$ cat config.mk
export PLATFORM = sky130hd
export DESIGN_NAME = idle_dimming_pulse_count_backlight
export DESIGN_NICKNAME = d
export VERILOG_FILES = /design/src/idpcb_pkg.sv /design/src/idle_dimming_pulse_count_backlight.sv
export SDC_FILE = /design/constraint.sdc
export NUM_CORES = 1
export LEC_CHECK = 0
export BUFFER_PORTS_ARGS = -buffer_cell sky130_fd_sc_hd__buf_2
export CAP_MARGIN = 25
export CORE_MARGIN = 1.5
export CORE_UTILIZATION = 45
export DETAILED_ROUTE_END_ITERATION = 10
export PLACE_DENSITY = 0.61
export SLEW_MARGIN = 5
export SYNTH_ARGS = -nofsm -noshare
export SYNTH_HDL_FRONTEND = slang
export SYNTH_SLANG_ARGS = --single-unit
$ cat constraint.sdc
create_clock -name clk -period 7.6 [get_ports clk]
set_clock_uncertainty 0.15 [all_clocks]
set_input_delay 0.38 -clock clk [delete_from_list [all_inputs] [get_ports clk]]
set_output_delay 0.38 -clock clk [all_outputs]
set_load 0.05 [all_outputs]
$ cat src/idpcb_pkg.sv
// Package: types, constants and register indexes for the pulse-count backlight block.
`timescale 1ns / 1ps

package idpcb_pkg;

  // Dimmer chip step count and derived widths
  localparam int unsigned LEVEL_STEPS = 16;
  localparam int unsigned LVL_W       = $clog2(LEVEL_STEPS + 1);
  localparam int unsigned PULSE_W     = $clog2(LEVEL_STEPS);

  // Configuration port widths
  localparam int unsigned CFG_IDX_W  = 3;
  localparam int unsigned CFG_DATA_W = 32;

  // Configuration register indexes
  localparam logic [CFG_IDX_W-1:0] REG_WANTED_LEVEL  = 3'd0;
  localparam logic [CFG_IDX_W-1:0] REG_IDLE_ENABLE   = 3'd1;
  localparam logic [CFG_IDX_W-1:0] REG_DIM_AFTER_MS  = 3'd2;
  localparam logic [CFG_IDX_W-1:0] REG_OFF_AFTER_MS  = 3'd3;
  localparam logic [CFG_IDX_W-1:0] REG_DIM_LEVEL     = 3'd4;
  localparam logic [CFG_IDX_W-1:0] REG_OFF_HOLD_US   = 3'd5;
  localparam logic [CFG_IDX_W-1:0] REG_ON_SETTLE_US  = 3'd6;
  localparam logic [CFG_IDX_W-1:0] REG_PULSE_HALF_US = 3'd7;

  // Sequencer phase codes
  localparam logic [1:0] PH_IDLE   = 2'd0;
  localparam logic [1:0] PH_SETTLE = 2'd1;
  localparam logic [1:0] PH_LOW    = 2'd2;
  localparam logic [1:0] PH_HIGH   = 2'd3;

  // Input beat: one microsecond tick
  typedef struct packed {
    logic [31:0] idle_ms;
    logic        progress_bar;
    logic        critical_unread;
  } in_t;

  // Result beat
  typedef struct packed {
    logic             pin_level;
    logic [LVL_W-1:0] shown_level;
    logic [LVL_W-1:0] applied_level;
    logic             busy_res;
    logic             panel_sleep;
    logic             panel_wake;
    logic             blanked;
  } out_t;

endpackage

$ cat src/idle_dimming_pulse_count_backlight.sv
// Top level: idle policy and one-wire pulse-count sequencer for the backlight dimmer.
// Each accepted input beat's result beat is in the output register in the next cycle.
// Throughput: one tick per cycle while each result beat is taken; the next state and
// result come from one pass of logic between the state registers and the output register.
// Reset: synchronous, active-low rst_n; clears the sequencer to idle with the pin low,
// loads the configuration defaults and empties the output register.
`timescale 1ns / 1ps

module idle_dimming_pulse_count_backlight (
  input  logic                            clk,
  input  logic                            rst_n,
  input  logic                            in_valid,
  output logic                            in_ready,
  input  idpcb_pkg::in_t                  in_data,
  output logic                            out_valid,
  input  logic                            out_ready,
  output idpcb_pkg::out_t                 out_data,
  input  logic                            cfg_valid,
  output logic                            cfg_ready,
  input  logic [idpcb_pkg::CFG_IDX_W-1:0] cfg_index,
  input  logic [idpcb_pkg::CFG_DATA_W-1:0] cfg_data
);

  localparam int unsigned LVL_W   = idpcb_pkg::LVL_W;
  localparam int unsigned PULSE_W = idpcb_pkg::PULSE_W;
  localparam logic [LVL_W-1:0] FULL_LVL = LVL_W'(idpcb_pkg::LEVEL_STEPS);

  // Configuration registers
  logic [LVL_W:0]  wanted_level_r;
  logic            idle_enable_r;
  logic [31:0]     dim_after_ms_r;
  logic [31:0]     off_after_ms_r;
  logic [LVL_W:0]  dim_level_r;
  logic [15:0]     off_hold_us_r;
  logic [7:0]      on_settle_us_r;
  logic [7:0]      pulse_half_us_r;

  // Sequencer state
  logic [LVL_W-1:0]   cur_lvl_r, cur_lvl_nxt;
  logic [LVL_W-1:0]   tgt_lvl_r, tgt_lvl_nxt;
  logic [1:0]         phase_r, phase_nxt;
  logic [7:0]         ph_timer_r, ph_timer_nxt;
  logic [15:0]        off_timer_r, off_timer_nxt;
  logic [PULSE_W-1:0] pulses_r, pulses_nxt;

  // Output register
  logic            out_valid_r;
  idpcb_pkg::out_t out_data_r, out_data_nxt;

  logic            in_fire;
  logic [LVL_W-1:0] want_lvl, dim_lvl, shown;
  logic [7:0]      settle_len, half_len, timer_dec;
  logic            sleep_req, wake_req, pin;
  logic [LVL_W-1:0] pulse_from;
  logic [LVL_W-1:0] pulse_to;
  logic [LVL_W:0]  step_sum;
  logic [PULSE_W-1:0] step_n;
  logic            step_valid;

  assign cfg_ready = 1'b1;
  assign in_ready  = !out_valid_r || out_ready;
  assign in_fire   = in_valid && in_ready;
  assign out_valid = out_valid_r;
  assign out_data  = out_data_r;

  // Configuration writes, masked to register width
  always_ff @(posedge clk) begin
    if (!rst_n) begin
      wanted_level_r  <= (LVL_W+1)'(16);
      idle_enable_r   <= 1'b1;
      dim_after_ms_r  <= 32'd30000;
      off_after_ms_r  <= 32'd120000;
      dim_level_r     <= (LVL_W+1)'(4);
      off_hold_us_r   <= 16'd3000;
      on_settle_us_r  <= 8'd30;
      pulse_half_us_r <= 8'd1;
    end else if (cfg_valid && cfg_ready) begin
      unique case (cfg_index)
        idpcb_pkg::REG_WANTED_LEVEL:  wanted_level_r  <= (LVL_W+1)'(cfg_data[4:0]);
        idpcb_pkg::REG_IDLE_ENABLE:   idle_enable_r   <= cfg_data[0];
        idpcb_pkg::REG_DIM_AFTER_MS:  dim_after_ms_r  <= cfg_data;
        idpcb_pkg::REG_OFF_AFTER_MS:  off_after_ms_r  <= cfg_data;
        idpcb_pkg::REG_DIM_LEVEL:     dim_level_r     <= (LVL_W+1)'(cfg_data[4:0]);
        idpcb_pkg::REG_OFF_HOLD_US:   off_hold_us_r   <= cfg_data[15:0];
        idpcb_pkg::REG_ON_SETTLE_US:  on_settle_us_r  <= cfg_data[7:0];
        idpcb_pkg::REG_PULSE_HALF_US: pulse_half_us_r <= cfg_data[7:0];
        default: ;
      endcase
    end
  end

  // Policy: cap levels, then pick wanted, dimmed or blank
  always_comb begin
    want_lvl = (wanted_level_r > (LVL_W+1)'(FULL_LVL)) ? FULL_LVL
                                                       : wanted_level_r[LVL_W-1:0];
    dim_lvl  = (dim_level_r > (LVL_W+1)'(FULL_LVL)) ? FULL_LVL : dim_level_r[LVL_W-1:0];
    priority if (!idle_enable_r || in_data.progress_bar) begin
      shown = want_lvl;
    end else if (in_data.idle_ms >= off_after_ms_r && !in_data.critical_unread) begin
      shown = '0;
    end else if (in_data.idle_ms >= dim_after_ms_r) begin
      shown = (dim_lvl < want_lvl) ? dim_lvl : want_lvl;
    end else begin
      shown = want_lvl;
    end
  end

  assign settle_len = (on_settle_us_r == 8'd0) ? 8'd1 : on_settle_us_r;
  assign half_len   = (pulse_half_us_r == 8'd0) ? 8'd1 : pulse_half_us_r;
  assign timer_dec  = (ph_timer_r != 8'd0) ? ph_timer_r - 8'd1 : 8'd0;

  // Pulse count from the level the chip starts at to the new target
  always_comb begin
    pulse_from = (phase_r == idpcb_pkg::PH_SETTLE) ? FULL_LVL : cur_lvl_r;
    pulse_to   = (phase_r == idpcb_pkg::PH_SETTLE) ? tgt_lvl_r : shown;
    step_valid = (pulse_from != '0) && (pulse_to != '0);
    step_sum   = (LVL_W+1)'(idpcb_pkg::LEVEL_STEPS) + {1'b0, pulse_from}
                 - {1'b0, pulse_to};
    step_n     = step_valid ? PULSE_W'(step_sum % (LVL_W+1)'(idpcb_pkg::LEVEL_STEPS))
                            : '0;
  end

  // Sequencer next state
  always_comb begin
    cur_lvl_nxt   = cur_lvl_r;
    tgt_lvl_nxt   = tgt_lvl_r;
    phase_nxt     = phase_r;
    ph_timer_nxt  = ph_timer_r;
    off_timer_nxt = off_timer_r;
    pulses_nxt    = pulses_r;
    sleep_req     = 1'b0;
    wake_req      = 1'b0;

    unique case (phase_r)
      idpcb_pkg::PH_IDLE: begin
        priority if (shown != cur_lvl_r && shown == '0) begin
          cur_lvl_nxt   = '0;
          off_timer_nxt = '0;
          sleep_req     = 1'b1;
        end else if (cur_lvl_r == '0) begin
          if (shown != '0 && off_timer_r >= off_hold_us_r) begin
            tgt_lvl_nxt  = shown;
            phase_nxt    = idpcb_pkg::PH_SETTLE;
            ph_timer_nxt = settle_len;
            wake_req     = 1'b1;
          end else if (off_timer_r < off_hold_us_r) begin
            off_timer_nxt = off_timer_r + 16'd1;
          end
        end else if (shown != cur_lvl_r) begin
          tgt_lvl_nxt = shown;
          if (step_n != '0) begin
            pulses_nxt   = step_n;
            phase_nxt    = idpcb_pkg::PH_LOW;
            ph_timer_nxt = half_len;
          end else begin
            cur_lvl_nxt = shown;
          end
        end
      end
      idpcb_pkg::PH_SETTLE: begin
        ph_timer_nxt = timer_dec;
        if (timer_dec == 8'd0) begin
          if (step_n != '0) begin
            cur_lvl_nxt  = FULL_LVL;
            pulses_nxt   = step_n;
            phase_nxt    = idpcb_pkg::PH_LOW;
            ph_timer_nxt = half_len;
          end else begin
            cur_lvl_nxt = tgt_lvl_r;
            phase_nxt   = idpcb_pkg::PH_IDLE;
          end
        end
      end
      idpcb_pkg::PH_LOW: begin
        ph_timer_nxt = timer_dec;
        if (timer_dec == 8'd0) begin
          phase_nxt    = idpcb_pkg::PH_HIGH;
          ph_timer_nxt = half_len;
        end
      end
      idpcb_pkg::PH_HIGH: begin
        ph_timer_nxt = timer_dec;
        if (timer_dec == 8'd0) begin
          // one finished pulse steps the chip down, wrapping from 1 to full
          pulses_nxt = (pulses_r != '0) ? pulses_r - PULSE_W'(1) : '0;
          if (pulses_nxt == '0) begin
            cur_lvl_nxt = tgt_lvl_r;
            phase_nxt   = idpcb_pkg::PH_IDLE;
          end else begin
            cur_lvl_nxt  = (cur_lvl_r <= LVL_W'(1)) ? FULL_LVL : cur_lvl_r - LVL_W'(1);
            phase_nxt    = idpcb_pkg::PH_LOW;
            ph_timer_nxt = half_len;
          end
        end
      end
      default: ;
    endcase

    // Pin follows the new phase and level
    if (phase_nxt == idpcb_pkg::PH_IDLE) begin
      pin = (cur_lvl_nxt != '0);
    end else begin
      pin = (phase_nxt != idpcb_pkg::PH_LOW);
    end

    out_data_nxt.pin_level     = pin;
    out_data_nxt.shown_level   = shown;
    out_data_nxt.applied_level = cur_lvl_nxt;
    out_data_nxt.busy_res      = (phase_nxt != idpcb_pkg::PH_IDLE);
    out_data_nxt.panel_sleep   = sleep_req;
    out_data_nxt.panel_wake    = wake_req;
    out_data_nxt.blanked       = (shown == '0) && (wanted_level_r != '0);
  end

  // Advance state on each accepted tick
  always_ff @(posedge clk) begin
    if (!rst_n) begin
      cur_lvl_r   <= '0;
      tgt_lvl_r   <= '0;
      phase_r     <= idpcb_pkg::PH_IDLE;
      ph_timer_r  <= '0;
      off_timer_r <= '0;
      pulses_r    <= '0;
    end else if (in_fire) begin
      cur_lvl_r   <= cur_lvl_nxt;
      tgt_lvl_r   <= tgt_lvl_nxt;
      phase_r     <= phase_nxt;
      ph_timer_r  <= ph_timer_nxt;
      off_timer_r <= off_timer_nxt;
      pulses_r    <= pulses_nxt;
    end
  end

  // Hold the result beat until taken
  always_ff @(posedge clk) begin
    if (!rst_n) begin
      out_valid_r <= 1'b0;
    end else if (in_fire) begin
      out_valid_r <= 1'b1;
    end else if (out_ready) begin
      out_valid_r <= 1'b0;
    end
  end

  always_ff @(posedge clk) begin
    if (in_fire) begin
      out_data_r <= out_data_nxt;
    end
  end

`ifndef SYNTH
  a_fire_gives_beat: assert property (@(posedge clk) disable iff (!rst_n)
    in_fire |=> out_valid)
    else $error("accepted tick produced no result beat");

  a_sleep_dark: assert property (@(posedge clk) disable iff (!rst_n)
    (out_valid && out_data.panel_sleep) |->
      (out_data.applied_level == '0 && !out_data.busy_res && !out_data.pin_level))
    else $error("sleep request while light not dark");

  a_idle_pin: assert property (@(posedge clk) disable iff (!rst_n)
    (out_valid && !out_data.busy_res) |->
      (out_data.pin_level == (out_data.applied_level != '0)))
    else $error("idle pin level disagrees with applied level");

  a_wake_settle: assert property (@(posedge clk) disable iff (!rst_n)
    (out_valid && out_data.panel_wake) |->
      (out_data.busy_res && out_data.pin_level && out_data.applied_level == '0))
    else $error("wake request without settle phase");
`endif

endmodule

==> run summary <==
Hold Fails Final Rpt -> 0
Largest area contributor in the netlist -> sky130_fd_sc_hd__dfxtp_1
Sequential cell area -> 0.00341 mm²
Area taken by multi-input logic gates -> 0.00627 mm²
Floorplan die width -> 154 µm
Internal -> 1.61 mW
Relative slew slack -> 35.3%
Global placement routability congestion -> 0.940
Number of buffers added on ports -> 90
Fraction of layout instances using a drive strength above 1 -> 11.6%
Share of the synthesized area in the top cell type -> 28.7%
Mean post-synth cell area -> 7.94 µm²
Switching Power -> 819 µW
Final #Nets -> 1522
Share of flip-flops with an asynchronous set or reset after synthesis -> 0%
Pre-antenna DRT Iters -> 5
Number of enable-type register cells in the synthesized netlist -> 15
Sum of overflow across all layers after global routing -> 0
List of cells traversed by the critical path -> clkinv_1 -> nand2_1 -> ha_1 -> o21a_1 -> nor2_1 -> a31o_1 -> and2_1 -> a21o_1 -> a22oi_1 -> o32ai_1 -> ha_1 -> inv_1 -> fa_1 -> xnor2_1 -> nand3b_1 -> or4b_2 -> nand3_1 -> a21boi_0 -> a32o_1 -> nor3b_1 -> a31oi_1
Sequential element share of the synthesized area -> 33.1%
Area of the die -> 0.0238 mm²
Max-Cap Viols -> 0
Half-perimeter wire length after detailed placement -> 20700 µm
Slowest stage delay, CP -> 0.71 ns
Post-route antenna net violation count -> 0
Routed vias -> 9449
Cell mode on critical path -> sky130_fd_sc_hd__ha_1
Commonest non-fill, non-tap cells in the layout -> 248 x sky130_fd_sc_hd__nand2_1, 148 x sky130_fd_sc_hd__dfxtp_1, 104 x sky130_fd_sc_hd__inv_1, 92 x sky130_fd_sc_hd__ha_1, 89 x sky130_fd_sc_hd__buf_2
Top cells by area, synth -> sky130_fd_sc_hd__dfxtp_1 29%, sky130_fd_sc_hd__ha_1 11%, sky130_fd_sc_hd__nand2_1 9.0%
Remaining design rule violation count -> 0
Layout-stage area growth over the synthesis result -> 12.3%
Starting density of the core -> 45.7%
Routed wire length -> 28500 µm
Die outline height -> 154 µm
Routed wire length per instance -> 17.2 µm
Post-CTS setup repair buffer count -> 0
Startpoint kind of the worst setup timing path -> flop
First-pass GRT wire length -> 46800 µm
Clock power share -> 37.0%
Area of the core -> 0.0226 mm²
Setup-violating endpoint count in the final report -> 0
Hold-fix buffer count after cts -> 0
Highest net fanout along the worst path -> 19
Sequential cell fraction of total power -> 38.8%
Mean number of vias per cell -> 5.71
Number of non-filler instances in the completed layout -> 1654
CP arrival -> 6.44 ns
Final worst path period need -> 6.43 ns
Number of placed cells counting well taps -> 1620
Yosys cell types -> 86
Violation count after the first detailed-route iteration -> 637
Switch share -> 33.7%
LEAKAGE -> 4.74 nW
Result of the run -> finished, final reports clean
Warning count from the yosys run -> 0
TritonCTS Buffers -> 17
Worst-skew pair later-pin latency -> 0.43 ns
Maximum vdd drop -> 0.000131 V
CTS HTree Levels -> 4
Worst-path cell with the longest stage delay -> sky130_fd_sc_hd__or4b_2
Clock slew at reported path FFs -> 0.07 ns
Post-Synthesis Net Count -> 1466
Unrepaired setup endpoints after global routing -> false
Total of flip-flops plus latches after synthesis -> 163
Antenna violations before repair -> 2
Worst Hold Margin -> 0.0487 ns
Highest clock rate -> 0.156 GHz
Slew of the pin with the lowest slew margin -> 0.963 ns
Total standard cell area after synthesis -> 0.0103 mm²
Type of the setup path with the least slack -> reg2reg
Type of destination of the critical path -> flop
Maximum number of pins on one net before global-route repair -> 93
Clock root buffer master -> sky130_fd_sc_hd__clkbuf_16
Worst EP required -> 7.62 ns
Top Ports -> 92
Max-slew violations -> 0
CTS sink cnt -> 163
Logic gate share of total power -> 24.2%
TritonCTS clock tree -> done
Via count of the first global-routing pass -> 8951
Min-delay worst type -> in2reg
GRT Total Usage -> 24.3%
Most used DFF post-synth -> sky130_fd_sc_hd__dfxtp_1
Max clock buf depth -> 2
Power per cell area -> 210 mW/mm²
FP Rows -> 55
Gates resized, CTS repair -> 0
Cells after synthesis -> 1299
Setup_tns -> 0 ns
Fill cell instance count of the final layout -> 2201
Commonest non-fill, non-tap cell in the layout -> sky130_fd_sc_hd__nand2_1
Final clock period utilization by the worst path -> 84.6%
==> worst max-delay path: cells and delay by family (launching register included) <==
kind / cells / cell delay [ns]
and+or+nand+nor: 7 / 2.34
xor gates and xnor gates: 1 / 0.23
AOI/OAI and AO/OA: 8 / 1.84
DFF: 1 / 0.43
adders and majority gates: 3 / 0.84
buffers and inverters: 2 / 0.33
==> path summary, 6_finish.rpt <==
| kind | startpoint | to | slack, ns | cells after the start |
|---|---|---|---|---|
| max | wanted_level_r[4] | out_data[14] | 1.17 | 21 |
| min reg2reg | dim_after_ms_r[16] | dim_after_ms_r[16] | 0.31 | 2 |
| max reg2reg | wanted_level_r[4] | out_data[14] | 1.17 | 21 |
| min | cfg_data[17] | dim_after_ms_r[17] | 0.05 | 3 |
==> state kept, by name, summed over array words and instances (netlist names), 8 cells and up <==
register         flops
pulse_half_us_r      8
off_after_ms_r      32
off_hold_us_r       16
dim_after_ms_r      32
ph_timer_r           8
off_timer_r         16
out_data            15
on_settle_us_r       8
==> final cells by class <==
cell class	instances	share of cell area, %
sequential	163	29.4
timing repair buffer	99	4.66
tap	285	3.08
multi-input combinational	969	54.1
clock buffer	19	4.00
clock inverter	13	1.31
inverter	105	3.40
antenna	1	0.0216
==> metrics by stage <==
step	setup WS, ns	power [mW]	util [%]	area (µm²)
after detailed placement	1.21	1.54	48.5	10900
final	1.17	2.43	51.4	11600
after CTS	1.26	2.44	51.2	11600
after global placement	1.26	1.54	48.5	10900
after floorplan	2.18	1.38	-	10300
after global routing	0.735	2.55	51.3	11600
==> power groups by stage <==
stage               logic, mW  registers, mW  clock network [mW]
detailed placement      0.578          0.961                   0
CTS                     0.583          0.942               0.918
global route            0.650          0.948               0.952
global placement        0.576          0.961                   0
finish                  0.588          0.943               0.901
floorplan               0.400          0.983                   0
==> logic make-up after synthesis <==
logic type                 after synthesis  share of synthesized area [%]
AOI/OAI and AO/OA                      364                           25.0
xor gates and xnor gates                 8                          0.679
adders and majority gates               93                           11.3
buffers and inverters                  167                           6.26
DFF                                    163                           33.1
muxes                                   20                           1.95
other                                    1                         0.0363
and+or+nand+nor                        483                           21.7
==> cells in the mapped netlist, types with 6 or more instances <==
master	instances
sky130_fd_sc_hd__nand2b_1	12
sky130_fd_sc_hd__and3_1	14
sky130_fd_sc_hd__a31oi_1	18
sky130_fd_sc_hd__o211a_1	8
sky130_fd_sc_hd__clkbuf_1	53
sky130_fd_sc_hd__nor2_1	74
sky130_fd_sc_hd__and2_1	6
sky130_fd_sc_hd__xnor2_1	6
sky130_fd_sc_hd__o21ai_0	46
sky130_fd_sc_hd__a41o_1	8
sky130_fd_sc_hd__o21a_1	15
sky130_fd_sc_hd__a21oi_1	68
sky130_fd_sc_hd__nand2_1	248
sky130_fd_sc_hd__nand3_1	22
sky130_fd_sc_hd__ha_1	92
sky130_fd_sc_hd__buf_2	6
sky130_fd_sc_hd__nor3b_1	6
sky130_fd_sc_hd__mux2i_1	19
sky130_fd_sc_hd__a311oi_1	6
sky130_fd_sc_hd__edfxtp_1	15
sky130_fd_sc_hd__nor2b_1	23
sky130_fd_sc_hd__dfxtp_1	148
sky130_fd_sc_hd__or2_2	6
sky130_fd_sc_hd__a211oi_1	12
sky130_fd_sc_hd__a21o_1	15
sky130_fd_sc_hd__a21boi_0	75
sky130_fd_sc_hd__nor3_1	19
sky130_fd_sc_hd__nor4_1	7
sky130_fd_sc_hd__o22ai_1	6
sky130_fd_sc_hd__o31ai_1	7
sky130_fd_sc_hd__nand4_1	16
sky130_fd_sc_hd__or3_1	10
sky130_fd_sc_hd__o211ai_1	32
sky130_fd_sc_hd__inv_1	104
==> layer usage <==
metal	vias to the layer above	part of all wire (%)	track usage, %
met1	4443	47	32.6
li1	4720	-	-
met4	4	1.5	6.32
met5	-	0.091	0
met3	41	5.3	4.26
met2	241	46	40.3
No activity file was read; power rests on OpenSTA's default activity.
